File: src/sctfc_pkg.sv
// ----------------------------------------------------------------------------
// SSH channel table package
// Shared constants, codes and command/status types of the channel table.
// ----------------------------------------------------------------------------
package sctfc_pkg;

  localparam int unsigned NumChannels = 16;
  localparam int unsigned IdxW        = $clog2(NumChannels);
  localparam int unsigned CntW        = $clog2(NumChannels + 1);
  localparam logic [32:0] PktOverhead = 33'd5;
  localparam logic [31:0] DefWindowReset = 32'd32768;
  localparam logic [31:0] DefMaxPktReset = 32'd65536;

  // Entry states
  localparam logic [2:0] EST_FREE    = 3'd0;
  localparam logic [2:0] EST_ALLOC   = 3'd1;
  localparam logic [2:0] EST_PENDING = 3'd2;
  localparam logic [2:0] EST_INREPLY = 3'd3;
  localparam logic [2:0] EST_OPEN    = 3'd4;
  localparam logic [2:0] EST_CLOSED  = 3'd5;

  // Request codes
  localparam logic [3:0] FN_L_OPEN   = 4'd0;
  localparam logic [3:0] FN_L_WRITE  = 4'd1;
  localparam logic [3:0] FN_L_ADJUST = 4'd2;
  localparam logic [3:0] FN_L_EOF    = 4'd3;
  localparam logic [3:0] FN_L_CLOSE  = 4'd4;
  localparam logic [3:0] FN_R_OPEN   = 4'd5;
  localparam logic [3:0] FN_R_CONF   = 4'd6;
  localparam logic [3:0] FN_R_FAIL   = 4'd7;
  localparam logic [3:0] FN_R_ADJUST = 4'd8;
  localparam logic [3:0] FN_R_DATA   = 4'd9;
  localparam logic [3:0] FN_R_EOF    = 4'd10;
  localparam logic [3:0] FN_R_CLOSE  = 4'd11;

  // Result status
  localparam logic [2:0] RS_OK      = 3'd0;
  localparam logic [2:0] RS_INVAL   = 3'd1;
  localparam logic [2:0] RS_LARGE   = 3'd2;
  localparam logic [2:0] RS_FULL    = 3'd3;
  localparam logic [2:0] RS_IGNORED = 3'd4;

  // Actions
  localparam logic [3:0] AC_NONE         = 4'd0;
  localparam logic [3:0] AC_SEND_OPEN    = 4'd1;
  localparam logic [3:0] AC_SEND_CONFIRM = 4'd2;
  localparam logic [3:0] AC_SEND_FAIL    = 4'd3;
  localparam logic [3:0] AC_SEND_ADJUST  = 4'd4;
  localparam logic [3:0] AC_SEND_DATA    = 4'd5;
  localparam logic [3:0] AC_SEND_EOF     = 4'd6;
  localparam logic [3:0] AC_SEND_CLOSE   = 4'd7;
  localparam logic [3:0] AC_NOTE_OPEN    = 4'd8;
  localparam logic [3:0] AC_NOTE_WINDOW  = 4'd9;
  localparam logic [3:0] AC_NOTE_DATA    = 4'd10;
  localparam logic [3:0] AC_NOTE_EOF     = 4'd11;
  localparam logic [3:0] AC_NOTE_CLOSE   = 4'd12;

  localparam logic [31:0] REASON_PROHIBITED   = 32'd1;
  localparam logic [31:0] REASON_UNKNOWN_TYPE = 32'd3;
  localparam logic [31:0] REASON_SHORTAGE     = 32'd4;

  // Configuration register indexes
  localparam logic [0:0] CFG_DEF_WINDOW  = 1'b0;
  localparam logic [0:0] CFG_DEF_MAX_PKT = 1'b1;

  typedef struct packed {
    logic [3:0]  func;
    logic [31:0] chan_id;
    logic [31:0] peer_id;
    logic [31:0] window;
    logic [31:0] max_packet;
    logic [31:0] amount;
    logic        type_known;
    logic        accepted;
  } req_t;

  typedef struct packed {
    logic [2:0]  status;
    logic [3:0]  action;
    logic [7:0]  local_id;
    logic [31:0] remote_id;
    logic [31:0] value_a;
    logic [31:0] value_b;
    logic        last;
  } res_t;

  // Controller to datapath
  typedef struct packed {
    logic load_req;  // capture the request and scan the table
    logic read_ent;  // read the entry's memory words
    logic execute;   // compute results and update the entry
    logic sel_second;// present the second result
  } dp_cmd_t;

  // Datapath to controller
  typedef struct packed {
    logic two_results;
  } dp_sts_t;

endpackage

File: src/sctfc_datapath.sv
// ----------------------------------------------------------------------------
// SSH channel table datapath
// Holds the channel table, the free-entry search and the request decoder.
// ----------------------------------------------------------------------------
module sctfc_datapath (
  input  logic                      clk_i,
  input  logic                      rst_ni,
  input  sctfc_pkg::req_t           req_i,
  input  sctfc_pkg::dp_cmd_t        cmd_i,
  output sctfc_pkg::dp_sts_t        sts_o,
  output sctfc_pkg::res_t           res_o,
  input  logic                      cfg_we_i,
  input  logic                      cfg_idx_i,
  input  logic [31:0]               cfg_data_i
);
  import sctfc_pkg::*;

  logic [2:0]  state_q [NumChannels];
  logic [NumChannels-1:0] peof_q, leof_q;
  logic [CntW-1:0] used_q;
  logic [31:0] defwin_q, defpkt_q;

  // Per-entry words live in memories with registered reads.
  logic [31:0] lwin_mem [NumChannels];
  logic [31:0] lpkt_mem [NumChannels];
  logic [31:0] pnum_mem [NumChannels];
  logic [31:0] pwin_mem [NumChannels];
  logic [31:0] ppkt_mem [NumChannels];
  logic [31:0] lwin_rd_q, lpkt_rd_q, pnum_rd_q, pwin_rd_q, ppkt_rd_q;

  req_t            req_q;
  logic [IdxW-1:0] free_idx_q;
  logic            free_ok_q;
  logic            hit_q;
  logic [IdxW-1:0] idx_q;
  res_t            res0_q, res1_q;
  logic            two_q;

  // Lowest free entry
  logic [IdxW-1:0] free_idx_d;
  logic            free_ok_d;
  always_comb begin
    free_idx_d = '0;
    free_ok_d  = 1'b0;
    for (int i = NumChannels - 1; i >= 0; i--) begin
      if (state_q[i] == EST_FREE) begin
        free_idx_d = IdxW'(i);
        free_ok_d  = 1'b1;
      end
    end
  end

  logic            hit_d;
  logic [IdxW-1:0] idx_d;
  always_comb begin
    hit_d = (req_i.chan_id < 32'(NumChannels));
    idx_d = req_i.chan_id[IdxW-1:0];
  end

  // Index of the entry to read: allocation target for opens, else lookup.
  logic [IdxW-1:0] ent;
  assign ent = (req_q.func == FN_L_OPEN || req_q.func == FN_R_OPEN) ? free_idx_q : idx_q;

  always_ff @(posedge clk_i) begin
    if (cmd_i.load_req) begin
      req_q      <= req_i;
      free_idx_q <= free_idx_d;
      idx_q      <= idx_d;
    end
    if (cmd_i.read_ent) begin
      lwin_rd_q <= lwin_mem[ent];
      lpkt_rd_q <= lpkt_mem[ent];
      pnum_rd_q <= pnum_mem[ent];
      pwin_rd_q <= pwin_mem[ent];
      ppkt_rd_q <= ppkt_mem[ent];
    end
  end

  always_ff @(posedge clk_i or negedge rst_ni) begin
    if (!rst_ni) begin
      hit_q     <= 1'b0;
      free_ok_q <= 1'b0;
    end else if (cmd_i.load_req) begin
      hit_q     <= hit_d && (state_q[idx_d] != EST_FREE);
      free_ok_q <= free_ok_d;
    end
  end

  // Execute: decode and decide
  logic [2:0] st;
  logic [32:0] need;
  logic oc;
  res_t r0, r1;
  logic two;
  logic       wr_state, wr_lwin, wr_lpkt, wr_peer, wr_pwin, set_peof, set_leof;
  logic [2:0] new_state;
  logic [31:0] lwin_d, lpkt_d, pwin_d;
  logic inc_used, dec_used;
  logic [7:0] eid;
  always_comb begin
    st   = state_q[ent];
    need = {1'b0, req_q.amount} + PktOverhead;
    oc   = (st == EST_OPEN) || (st == EST_CLOSED);
    eid  = 8'(ent);
    r0 = '0; r1 = '0; two = 1'b0;
    wr_state = 1'b0; new_state = st;
    wr_lwin = 1'b0; wr_lpkt = 1'b0; wr_peer = 1'b0; wr_pwin = 1'b0;
    set_peof = 1'b0; set_leof = 1'b0;
    lwin_d = lwin_rd_q; lpkt_d = lpkt_rd_q; pwin_d = pwin_rd_q;
    inc_used = 1'b0; dec_used = 1'b0;
    case (req_q.func)
      FN_L_OPEN: begin
        if (!free_ok_q) r0.status = RS_FULL;
        else begin
          wr_state = 1'b1; new_state = EST_PENDING; inc_used = 1'b1;
          wr_lwin = 1'b1; lwin_d = req_q.window;
          wr_lpkt = 1'b1; lpkt_d = req_q.max_packet;
          wr_peer = 1'b1; wr_pwin = 1'b1; pwin_d = '0;
          r0.action = AC_SEND_OPEN; r0.local_id = eid;
          r0.value_a = req_q.window; r0.value_b = req_q.max_packet;
        end
      end
      FN_L_WRITE: begin
        if (!hit_q || st != EST_OPEN || leof_q[ent]) r0.status = RS_INVAL;
        else if (pwin_rd_q < req_q.amount || {1'b0, ppkt_rd_q} < need)
          r0.status = RS_LARGE;
        else begin
          wr_pwin = 1'b1; pwin_d = pwin_rd_q - req_q.amount;
          r0.action = AC_SEND_DATA; r0.local_id = eid;
          r0.remote_id = pnum_rd_q; r0.value_a = req_q.amount;
        end
      end
      FN_L_ADJUST: begin
        if (!hit_q || !oc) r0.status = RS_INVAL;
        else begin
          wr_lwin = 1'b1; lwin_d = lwin_rd_q + req_q.amount;
          r0.action = AC_SEND_ADJUST; r0.local_id = eid;
          r0.remote_id = pnum_rd_q; r0.value_a = req_q.amount;
        end
      end
      FN_L_EOF: begin
        if (!hit_q || !oc || leof_q[ent]) r0.status = RS_INVAL;
        else begin
          set_leof = 1'b1;
          r0.action = AC_SEND_EOF; r0.local_id = eid; r0.remote_id = pnum_rd_q;
        end
      end
      FN_L_CLOSE: begin
        if (!hit_q || st != EST_OPEN) r0.status = RS_INVAL;
        else begin
          wr_state = 1'b1; new_state = EST_CLOSED;
          r0.action = AC_SEND_CLOSE; r0.local_id = eid; r0.remote_id = pnum_rd_q;
        end
      end
      FN_R_OPEN: begin
        r0.action = AC_SEND_FAIL; r0.remote_id = req_q.peer_id;
        if (!req_q.type_known) r0.value_a = REASON_UNKNOWN_TYPE;
        else if (!free_ok_q) r0.value_a = REASON_SHORTAGE;
        else if (!req_q.accepted) r0.value_a = REASON_PROHIBITED;
        else begin
          wr_state = 1'b1; new_state = EST_OPEN; inc_used = 1'b1;
          wr_lwin = 1'b1; lwin_d = defwin_q;
          wr_lpkt = 1'b1; lpkt_d = defpkt_q;
          wr_peer = 1'b1; wr_pwin = 1'b1; pwin_d = req_q.window;
          r0.action = AC_SEND_CONFIRM; r0.local_id = eid;
          r0.value_a = defwin_q; r0.value_b = defpkt_q;
        end
      end
      FN_R_CONF: begin
        if (!hit_q || st != EST_PENDING) r0.status = RS_IGNORED;
        else begin
          wr_state = 1'b1; new_state = EST_OPEN;
          wr_peer = 1'b1; wr_pwin = 1'b1; pwin_d = req_q.window;
          r0.action = AC_NOTE_OPEN; r0.local_id = eid;
          two = (req_q.window != '0);
          r1.action = AC_NOTE_WINDOW; r1.local_id = eid; r1.value_a = req_q.window;
        end
      end
      FN_R_FAIL: begin
        if (!hit_q || st != EST_PENDING) r0.status = RS_IGNORED;
        else begin
          wr_state = 1'b1; new_state = EST_FREE; dec_used = 1'b1;
          r0.action = AC_NOTE_OPEN; r0.local_id = eid; r0.value_a = req_q.amount;
        end
      end
      FN_R_ADJUST: begin
        if (!hit_q || !oc) r0.status = RS_IGNORED;
        else begin
          wr_pwin = 1'b1; pwin_d = pwin_rd_q + req_q.amount;
          r0.action = AC_NOTE_WINDOW; r0.local_id = eid; r0.value_a = pwin_d;
        end
      end
      FN_R_DATA: begin
        if (!hit_q || !oc || peof_q[ent] || lwin_rd_q < req_q.amount
            || {1'b0, lpkt_rd_q} < need) r0.status = RS_IGNORED;
        else begin
          wr_lwin = 1'b1; lwin_d = lwin_rd_q - req_q.amount;
          r0.action = AC_NOTE_DATA; r0.local_id = eid; r0.value_a = req_q.amount;
        end
      end
      FN_R_EOF: begin
        if (!hit_q || !oc || peof_q[ent]) r0.status = RS_IGNORED;
        else begin
          set_peof = 1'b1;
          r0.action = AC_NOTE_EOF; r0.local_id = eid;
        end
      end
      FN_R_CLOSE: begin
        if (!hit_q) r0.status = RS_IGNORED;
        else begin
          wr_state = 1'b1; new_state = EST_FREE; dec_used = 1'b1;
          r1.action = AC_NOTE_CLOSE; r1.local_id = eid;
          if (st != EST_CLOSED) begin
            two = 1'b1;
            r0.action = AC_SEND_CLOSE; r0.local_id = eid; r0.remote_id = pnum_rd_q;
          end else begin
            r0 = r1;
          end
        end
      end
      default: r0.status = RS_IGNORED;
    endcase
    r0.last = !two;
    r1.last = 1'b1;
  end

  always_ff @(posedge clk_i) begin
    if (cmd_i.execute) begin
      res0_q <= r0;
      res1_q <= r1;
      if (wr_lwin) lwin_mem[ent] <= lwin_d;
      if (wr_lpkt) lpkt_mem[ent] <= lpkt_d;
      if (wr_peer) pnum_mem[ent] <= req_q.func == FN_L_OPEN ? '0 : req_q.peer_id;
      if (wr_pwin) pwin_mem[ent] <= pwin_d;
      if (wr_peer) ppkt_mem[ent] <= req_q.func == FN_L_OPEN ? '0 : req_q.max_packet;
    end
  end

  always_ff @(posedge clk_i or negedge rst_ni) begin
    if (!rst_ni) begin
      for (int i = 0; i < NumChannels; i++) state_q[i] <= EST_FREE;
      peof_q   <= '0;
      leof_q   <= '0;
      used_q   <= '0;
      two_q    <= 1'b0;
      defwin_q <= DefWindowReset;
      defpkt_q <= DefMaxPktReset;
    end else begin
      if (cfg_we_i) begin
        if (cfg_idx_i == CFG_DEF_WINDOW) defwin_q <= cfg_data_i;
        else defpkt_q <= cfg_data_i;
      end
      if (cmd_i.execute) begin
        two_q <= two;
        if (wr_state) state_q[ent] <= new_state;
        if (inc_used) begin
          peof_q[ent] <= 1'b0;
          leof_q[ent] <= 1'b0;
          used_q <= used_q + 1'b1;
        end
        if (dec_used && used_q != '0) used_q <= used_q - 1'b1;
        if (set_peof) peof_q[ent] <= 1'b1;
        if (set_leof) leof_q[ent] <= 1'b1;
      end
    end
  end

  assign sts_o.two_results = two_q;
  assign res_o = cmd_i.sel_second ? res1_q : res0_q;

endmodule

File: src/sctfc_ctrl.sv
// ----------------------------------------------------------------------------
// SSH channel table controller
// Sequences load, read, execute and result delivery for one request.
// ----------------------------------------------------------------------------
module sctfc_ctrl (
  input  logic                clk_i,
  input  logic                rst_ni,
  input  logic                in_valid_i,
  output logic                in_ready_o,
  output logic                out_valid_o,
  input  logic                out_ready_i,
  output sctfc_pkg::dp_cmd_t  cmd_o,
  input  sctfc_pkg::dp_sts_t  sts_i
);
  import sctfc_pkg::*;

  localparam logic [2:0] S_IDLE = 3'd0;
  localparam logic [2:0] S_READ = 3'd1;
  localparam logic [2:0] S_EXEC = 3'd2;
  localparam logic [2:0] S_OUT0 = 3'd3;
  localparam logic [2:0] S_OUT1 = 3'd4;

  logic [2:0] state_q, state_d;

  always_comb begin
    state_d = state_q;
    cmd_o   = '0;
    in_ready_o  = 1'b0;
    out_valid_o = 1'b0;
    case (state_q)
      S_IDLE: begin
        in_ready_o = 1'b1;
        if (in_valid_i) begin
          cmd_o.load_req = 1'b1;
          state_d = S_READ;
        end
      end
      S_READ: begin
        cmd_o.read_ent = 1'b1;
        state_d = S_EXEC;
      end
      S_EXEC: begin
        cmd_o.execute = 1'b1;
        state_d = S_OUT0;
      end
      S_OUT0: begin
        out_valid_o = 1'b1;
        if (out_ready_i) state_d = sts_i.two_results ? S_OUT1 : S_IDLE;
      end
      S_OUT1: begin
        out_valid_o = 1'b1;
        cmd_o.sel_second = 1'b1;
        if (out_ready_i) state_d = S_IDLE;
      end
      default: state_d = S_IDLE;
    endcase
  end

  always_ff @(posedge clk_i or negedge rst_ni) begin
    if (!rst_ni) state_q <= S_IDLE;
    else state_q <= state_d;
  end

endmodule

File: src/ssh_channel_table_flow_control.sv
// ----------------------------------------------------------------------------
// SSH channel table with window flow control
// Top level: stream ports, configuration port, controller and datapath.
// ----------------------------------------------------------------------------
// One request is handled at a time. An accepted transfer is captured, the
// addressed or lowest free entry is read from the table memories, and the
// request is executed; the controller steps through its read and execute
// states before the first result is offered, and a second result follows
// once the first is taken. Configuration writes are taken in any cycle.
module ssh_channel_table_flow_control (
  input  logic         clk_i,
  input  logic         rst_ni,
  input  logic         s_axis_tvalid,
  output logic         s_axis_tready,
  // func[3:0], chan_id[35:4], peer_id[67:36], window[99:68],
  // max_packet[131:100], amount[163:132], type_known[164], accepted[165]
  input  logic [167:0] s_axis_tdata,
  output logic         m_axis_tvalid,
  input  logic         m_axis_tready,
  // status[2:0], action[6:3], local_id[14:7], remote_id[46:15],
  // value_a[78:47], value_b[110:79]
  output logic [111:0] m_axis_tdata,
  output logic         m_axis_tlast,
  input  logic         cfg_valid_i,
  output logic         cfg_ready_o,
  input  logic         cfg_index_i,
  input  logic [31:0]  cfg_data_i
);
  import sctfc_pkg::*;

  req_t     req;
  res_t     res;
  dp_cmd_t  cmd;
  dp_sts_t  sts;

  assign req.func       = s_axis_tdata[3:0];
  assign req.chan_id    = s_axis_tdata[35:4];
  assign req.peer_id    = s_axis_tdata[67:36];
  assign req.window     = s_axis_tdata[99:68];
  assign req.max_packet = s_axis_tdata[131:100];
  assign req.amount     = s_axis_tdata[163:132];
  assign req.type_known = s_axis_tdata[164];
  assign req.accepted   = s_axis_tdata[165];

  assign cfg_ready_o = 1'b1;

  sctfc_ctrl u_ctrl (
    .clk_i, .rst_ni,
    .in_valid_i  (s_axis_tvalid),
    .in_ready_o  (s_axis_tready),
    .out_valid_o (m_axis_tvalid),
    .out_ready_i (m_axis_tready),
    .cmd_o       (cmd),
    .sts_i       (sts)
  );

  sctfc_datapath u_dp (
    .clk_i, .rst_ni,
    .req_i      (req),
    .cmd_i      (cmd),
    .sts_o      (sts),
    .res_o      (res),
    .cfg_we_i   (cfg_valid_i),
    .cfg_idx_i  (cfg_index_i),
    .cfg_data_i (cfg_data_i)
  );

  assign m_axis_tdata = {1'b0, res.value_b, res.value_a, res.remote_id,
                         res.local_id, res.action, res.status};
  assign m_axis_tlast = res.last;

endmodule

File: config.mk
export PLATFORM = sky130hd
export DESIGN_NAME = ssh_channel_table_flow_control
export DESIGN_NICKNAME = d
export VERILOG_FILES = /design/src/sctfc_pkg.sv /design/src/sctfc_datapath.sv /design/src/sctfc_ctrl.sv /design/src/ssh_channel_table_flow_control.sv
export SDC_FILE = /design/constraint.sdc
export NUM_CORES = 2
export LEC_CHECK = 0
export BUFFER_PORTS_ARGS = -buffer_cell sky130_fd_sc_hd__clkbuf_2
export CAP_MARGIN = 20
export CORE_UTILIZATION = 55
export CTS_CLUSTER_SIZE = 40
export DETAILED_ROUTE_END_ITERATION = 8
export PLACE_DENSITY = 0.78
export SYNTH_ARGS = -nofsm -noshare
export SYNTH_HDL_FRONTEND = slang
export SYNTH_SLANG_ARGS = --single-unit
export TNS_END_PERCENT = 100
File: constraint.sdc
create_clock -name clk_i -period 10.3 [get_ports clk_i]
set_input_delay 1.545 -clock clk_i [delete_from_list [all_inputs] [get_ports clk_i]]
set_output_delay 1.545 -clock clk_i [all_outputs]
set_load 0.05 [all_outputs]
; After elaboration in Yosys (flattened, before gate mapping)
; Memories as Yosys holds them, arrays and structs flattened. A register that Yosys moved wholly into a read port is not among the register bits.
; Cells that the tools add are included.
[classes]
addsub = 5
n_eq_ne = 23
order_cmp = 10
reduce_logical = 47
n_bitwise = 9
muxes = 178
[op_table]
columns = operator, count
row1 = 2-to-1 mux 32 bit, 29
row2 = case mux 32 bit (8 select lines), 1
row3 = case mux 32 bit (6 select lines), 1
row4 = case mux 32 bit (5 select lines), 1
row5 = 2-to-1 mux 75 bit, 2
row6 = case mux 12 bit (11 select lines), 1
row7 = case mux 32 bit (4 select lines), 1
row8 = 2-to-1 mux 112 bit, 1
row9 = 2-to-1 mux 109 bit, 1
row10 = 2-to-1 mux 12 bit, 8
row11 = 2-to-1 mux 16 bit, 6
row12 = case mux 32 bit (3 select lines), 1
row13 = 2-to-1 mux 43 bit, 2
row14 = 2-to-1 mux 3 bit, 27
row15 = 2-to-1 mux 76 bit, 1
row16 = less-than comparator 32 x 33 -> 1 bit, 2
row17 = adder 32 bit, 2
row18 = less-than comparator 32 bit, 2
row19 = 2-to-1 mux 64 bit, 1
row20 = case mux 32 bit (2 select lines), 1
row21 = subtractor 32 bit, 2
row22 = 2-to-1 mux 1 bit, 60
row23 = logical NOT 3 bit, 17
row24 = bitwise mux 48 bit, 1
row25 = other kinds (48), 101
[word_totals]
in_bits = 206
output_inout_bits = 116
n_memories = 5
register_bits = 448
ram_bits = 2560
[memory_table]
columns = name, words, word_bits, rd, rd_ports_with_merged_regs, write_ports, line
row1 = u_dp.lpkt_mem, 16, 32, 1, 1, 1, sctfc_datapath.sv:25  ; logic [31:0] lpkt_mem [NumChannels];
row2 = u_dp.lwin_mem, 16, 32, 1, 1, 1, sctfc_datapath.sv:24  ; logic [31:0] lwin_mem [NumChannels];
row3 = u_dp.pnum_mem, 16, 32, 1, 1, 1, sctfc_datapath.sv:26  ; logic [31:0] pnum_mem [NumChannels];
row4 = u_dp.ppkt_mem, 16, 32, 1, 1, 1, sctfc_datapath.sv:28  ; logic [31:0] ppkt_mem [NumChannels];
row5 = u_dp.pwin_mem, 16, 32, 1, 1, 1, sctfc_datapath.sv:27  ; logic [31:0] pwin_mem [NumChannels];

; Logic depth before layout (Yosys ltp)
[logic_depth]
ltp_word = 19
ltp_mapped = 21
depth_no_buf = 18

; Hierarchy
; From an unflattened synthesis, not the netlist that was laid out.
[hier_totals]
cells_unflattened = 10887
area_unflattened_um2 = 134846.8
[modules_own_cells]
columns = mod, cells_each, seq_area_each_um2, area_each_um2, instances
row1 = sctfc_datapath, 10863, 94037.7, 134649.1, 1
row2 = sctfc_ctrl, 20, 75.1, 175.2, 1
row3 = ssh_channel_table_flow_control, 4, 0.0, 22.5, 1

; Worst setup path after synthesis
; Ideal clock, no wire load.
[synth_path]
kind = reg2reg
from = register u_ctrl.state_q[2]
to = register u_dp.lpkt_rd_q[0], read port of u_dp.lpkt_mem, enable pin
path_stages_with_launch = 3
path_slack_ns = 2.391
n_path_buf = 0
arrival_time_ns = 7.228
period_less_slack_ns = 7.909
cell_sequence = dfrtp_1 -> nand2b_1 -> nor2_1
[synth_between]
elab_chain_cells = 2
[synth_lines]
columns = item, line
row1 = from (decl), sctfc_ctrl.sv:23  ; logic [2:0] state_q, state_d;
row2 = from (signal assigned), sctfc_ctrl.sv:61  ; else state_q <= state_d;
row3 = == test 3 x 1 -> 1 bit, sctfc_ctrl.sv:30  ; case (state_q)
row4 = 2-to-1 mux 1 bit, sctfc_ctrl.sv:30
row5 = to (decl), sctfc_datapath.sv:29  ; logic [31:0] lwin_rd_q, lpkt_rd_q, pnum_rd_q, pwin_rd_q, ppkt_rd_q;
; No other way between the ends.
; A chain may end at the register's enable or synchronous reset.

; Worst setup path in the final report
[layout_path]
from = register u_dp.req_q[3] (netlist name)
to = memory u_dp.pwin_mem[5][22], enable pin
[layout_between]
elab_chain_cells = 9
[layout_lines]
columns = item, line
row1 = from (decl), sctfc_datapath.sv:31  ; req_t req_q;
row2 = from (signal assigned), sctfc_datapath.sv:66  ; req_q <= req_i;
row3 = adder 32 x 3 -> 33 bit, sctfc_datapath.sv:102  ; need = {1'b0, req_q.amount} + PktOverhead;
row4 = less-than comparator 32 x 33 -> 1 bit, sctfc_datapath.sv:125  ; else if (pwin_rd_q < req_q.amount || {1'b0, ppkt_rd_q} < need)
row5 = logical OR 1 bit *, sctfc_datapath.sv:125
row6 = 2-to-1 mux 1 bit *, sctfc_datapath.sv:125
row7 = 2-to-1 mux 1 bit *, sctfc_datapath.sv:124  ; if (!hit_q || st != EST_OPEN || leof_q[ent]) r0.status = RS_INVAL;
row8 = case mux 1 bit (5 select lines) *, sctfc_datapath.sv:111  ; case (req_q.func)
row9 = 2-to-1 mux 1 bit *, sctfc_datapath.sv:234  ; if (wr_pwin) pwin_mem[ent] <= pwin_d;
row10 = 2-to-1 mux 1 bit *, sctfc_datapath.sv:228  ; if (cmd_i.execute) begin
row11 = 2-to-1 mux 1 bit (not written as such) *, sctfc_datapath.sv:234
row12 = to (decl), sctfc_datapath.sv:27
; Every way passes the cells marked *; elsewhere a longest branch is shown, timed or not.

==> results by group <==
Outcome
  – Status: complete, no violations

Timing
  – Final min period: 8117 ps
  – Worst Tran Pin Value: 1205 ps
  – Fin. Hold Viols: 0
  – Setup Viol. Count Final: 0
  – Pins over their slew limit: 0
  – Layout Skew: 114.1 ps
  – Tcrit/Tclk final: 78.81%
  – Relative slew slack: 19.69%
  – Fin Setup TNS: 0 ps
  – Max frequency: roughly 120 MHz
  – RSZ-0062 raised after global routing: no

Clock network
  – Root buf cell: clkbuf_16
  – CTS tree: yes
  – Hold buffer count at cts: 0
  – Setup Buffers After CTS: 0
  – Clock-pin slew on the worst setup and hold paths: 60 ps
  – Post-CTS sizing: 0
  – Clk buf depth: 4
  – Clock Sink Count: around 3,200
  – H-tree Lvls: 5
  – CTS Buf Count: 331
  – Clock Latency Late Sink: 980 ps

Global routing
  – Met2 GRT Util: 49.27%
  – Initial antenna violation count: 47
  – Global route overflow: 0
  – Met3 track demand over resource: ~8.3%
  – Largest net degree at the start of global routing: 215
  – Vias in the first global route: 91,190
  – First-pass GRT wire length: around 600,000 um
  – Busiest metal layer after global routing: met2
  – Met1 usage: 43.21%
  – Total GRT Usage: 32.64%

Detailed routing
  – Detailed-route wire length: between 400,000 and 500,000 um
  – DRC: 0
  – Vias: 95,390
  – DR vias/cell: between 6 and 7
  – Drt wl/cell: 28.29 um
  – Post-route antenna net violation count: 0
  – Initial DRC count: 14,530
  – DR pass1 iterations: 7

Floorplanning
  – Rows: 181
  – Top Ports: 322
  – Core area: 243,700 um2
  – Die height: slightly below 500 um
  – Die area: around 250,000 um2
  – Initial core utilization: 55.41%
  – Chip width: 497.5 um

Layout
  – Layout cell share with drive strength beyond 1: 10.44%
  – Layout Utilization: 61.89%
  – Fin nets: 11,560
  – Area Overhead vs Synth: 11.68%
  – Commonest non-fill, non-tap cell in the layout: edfxtp_1
  – Most frequent cells in the layout: 3,009 x edfxtp_1, 2,875 x nand2_1, 1,328 x nand3_1

Yosys
  – Ys Warns: 0
  – Cell area after synthesis: 135,000 um2
  – Avg Cell Area, Syn: approximately 12 um2
  – Asr flop ratio synth: around 4.7%
  – Syn Inst Count: 11,010
  – Yosys cell types: 94
  – #FFs+latches synth: approximately 3,200
  – Number of flops mapped to enable cells by yosys: 3,009
  – Synth Flop Type: edfxtp_1
  – Sequential area share after synthesis: 69.70%

Critical path
  – Worst Setup End Kind: flip-flop
  – Slowest CP cell: nor4_1
  – Worst EP arrival: 8760 ps
  – Crit Path Max Fanout: 24
  – Worst Reg-to-Reg Cells: 19
  – CP cell instances: a21oi_1, nor4_1, inv_1, nor2_1, nand2_1, xnor2_1, ha_1, a21oi_1, o22ai_1, a2111o_1, a41oi_1, or4_1, a211oi_1, nand4_2, a21o_1, a2111o_1, buf_4, nor2_4, buf_4
  – Crit path largest cell delay: around 900 ps
  – Flop2flop setup slack: 2180 ps
  – CP Data Required Time: 10,950 ps
  – Setup crit start: u_dp.req_q[3]$_DFFE_PP_
  – Crit path launch type: flip-flop
  – Reg2reg end: u_dp.pwin_mem[5][22]$_DFFE_PP_
  – RR Startpoint: u_dp.req_q[3]$_DFFE_PP_
  – Kind of critical path: reg -> reg

Placement
  – I/O Buffers: 313
  – Post-DP HPWL: between 200,000 and 250,000 um
  – Routability cong.: 1.020

Worst hold path
  – Hold-critical path depth: 2
  – Hold crit path type: reg -> reg
  – Hold Crit Start: u_dp.sts_o$_DFFE_PN0P_
  – Hold endpoint: u_dp.sts_o$_DFFE_PN0P_

Power
  – Leakage: 54.79 nW
  – Peak supply drop: 220.8 uV
  – PD cells: between 200 and 250 nW/um2

Flow run
  – Max Cap Viol: 0
[flip-flops by register name (all words and copies together), names as in the netlist, 3 cells and up, named ones only]
signal / count
u_ctrl.state_q: 3
u_dp.defpkt_q: 32
u_dp.defwin_q: 32
u_dp.free_idx_q: 4
u_dp.idx_q: 4
u_dp.lpkt_mem: 512
u_dp.lpkt_rd_q: 32
u_dp.lwin_mem: 512
u_dp.lwin_rd_q: 32
u_dp.pnum_mem: 512
u_dp.pnum_rd_q: 32
u_dp.ppkt_mem: 512
u_dp.ppkt_rd_q: 32
u_dp.pwin_mem: 512
u_dp.pwin_rd_q: 32
u_dp.req_q: 134
u_dp.res0_q: 108
u_dp.res1_q: 39
u_dp.state_q: 48
[critical path: cells and delay by family, from the launching register on]
| kind | cells | cell delay [ps] |
|---|---|---|
| AOI/OAI and AO/OA | 8 | 2470 |
| buffers and inverters | 3 | 740 |
| and+or+nand+nor | 6 | 3080 |
| adders and majority gates | 1 | 300 |
| xor gates and xnor gates | 1 | 630 |
| DFF | 1 | 580 |
[area by class of cell]
type                       instances  area, um2
inverter                         116      447.9
clock inverter                   170       1695
multi-input combinational       7025      38330
timing repair buffer             525       3358
clock buffer                     413       8798
fill                           17570      92870
sequential                      3159      94110
tap                             3202       4006
antenna                           22      55.05
[synthesized netlist by cell type (15+ instances only)]
library cell	count	area, um2
a211o_1	37	324.1
a211oi_1	33	247.7
a21o_1	75	563.0
a21oi_1	333	1667
a221o_1	70	700.7
a221oi_1	26	227.7
a22o_1	94	823.3
a22oi_1	22	165.2
a2bb2oi_1	18	157.7
a311oi_1	165	1445
a31oi_1	172	1076
and2_1	112	700.7
and3_1	333	2083
buf_1	60	225.2
buf_2	25	125.1
clkbuf_1	608	2282
dfrtp_1	148	3704
edfxtp_1	3009	90360
ha_1	189	2365
inv_1	116	435.4
mux2_1	30	337.8
mux2_2	84	945.9
mux2i_1	21	210.2
nand2_1	2879	10810
nand2b_1	56	350.3
nand3_1	1330	6656
nand4_1	30	187.7
nor2_1	273	1025
nor2b_1	83	519.3
nor3_1	75	375.4
nor4_1	28	175.2
o211ai_1	29	217.7
o21a_1	15	112.6
o21ai_0	109	545.5
o21bai_1	30	225.2
o221ai_1	21	183.9
xnor2_1	76	665.6
[logic make-up (layout without fill, tap and decap cells)]
family | Yosys count | after routing | share of synthesized area (%)
xor+xnor | 88 | 88 | 0.5763
compound gates | 1345 | 1345 | 7.062
mux | 141 | 141 | 1.201
other cells | 2 | 28 | 0.005562
flops | 3159 | 3159 | 69.70
fa+ha+maj | 193 | 193 | 1.811
simple gates | 5252 | 5252 | 17.27
buf+inv | 826 | 1224 | 2.380
[worst max path at each step]
| stage | endpoint | slack [ps] | cells past startpoint |
|---|---|---|---|
| floorplan | u_dp.lpkt_rd_q[0]$_DFFE_PP_ | 2390 | 2 |
| global placement | u_dp.pwin_mem[5][21]$_DFFE_PP_ | 2360 | 19 |
| detailed placement | u_dp.pwin_mem[5][21]$_DFFE_PP_ | 2320 | 19 |
| CTS | u_dp.pwin_mem[7][19]$_DFFE_PP_ | 2320 | 18 |
| global route | u_dp.pwin_mem[7][27]$_DFFE_PP_ | 1840 | 19 |
| finish | u_dp.pwin_mem[5][22]$_DFFE_PP_ | 2180 | 19 |
[power breakdown]
| group | total [mW] | switching [mW] | internal, mW |
|---|---|---|---|
| logic | 6.72 | 4.90 | 1.81 |
| clock network | 11.7 | 4.88 | 6.82 |
| registers | 16.1 | 0.611 | 15.5 |
[metrics by stage]
stage / instances / hold WS (ps) / instance area [um2] / setup slack [ps] / total power, mW
after global routing: 14620 / 523.1 / 150800 / 1843 / 35.51
after CTS: 14610 / 483.4 / 150700 / 2318 / 34.36
after detailed placement: 14020 / 470.9 / 140200 / 2322 / 22.82
final: 14630 / 481.3 / 150800 / 2183 / 34.55
after floorplan: 11010 / 450.6 / 135000 / 2391 / 20.46
after global placement: 14020 / 471.0 / 140100 / 2358 / 22.64
[routing by layer]
layer / share of wire, % / vias up
met4: 5.9 / 22
met1: 36 / 46550
met5: 0.033 / -
met3: 13 / 1225
li1: - / 40700
met2: 45 / 6888
Power figures use the tool's default switching activity.
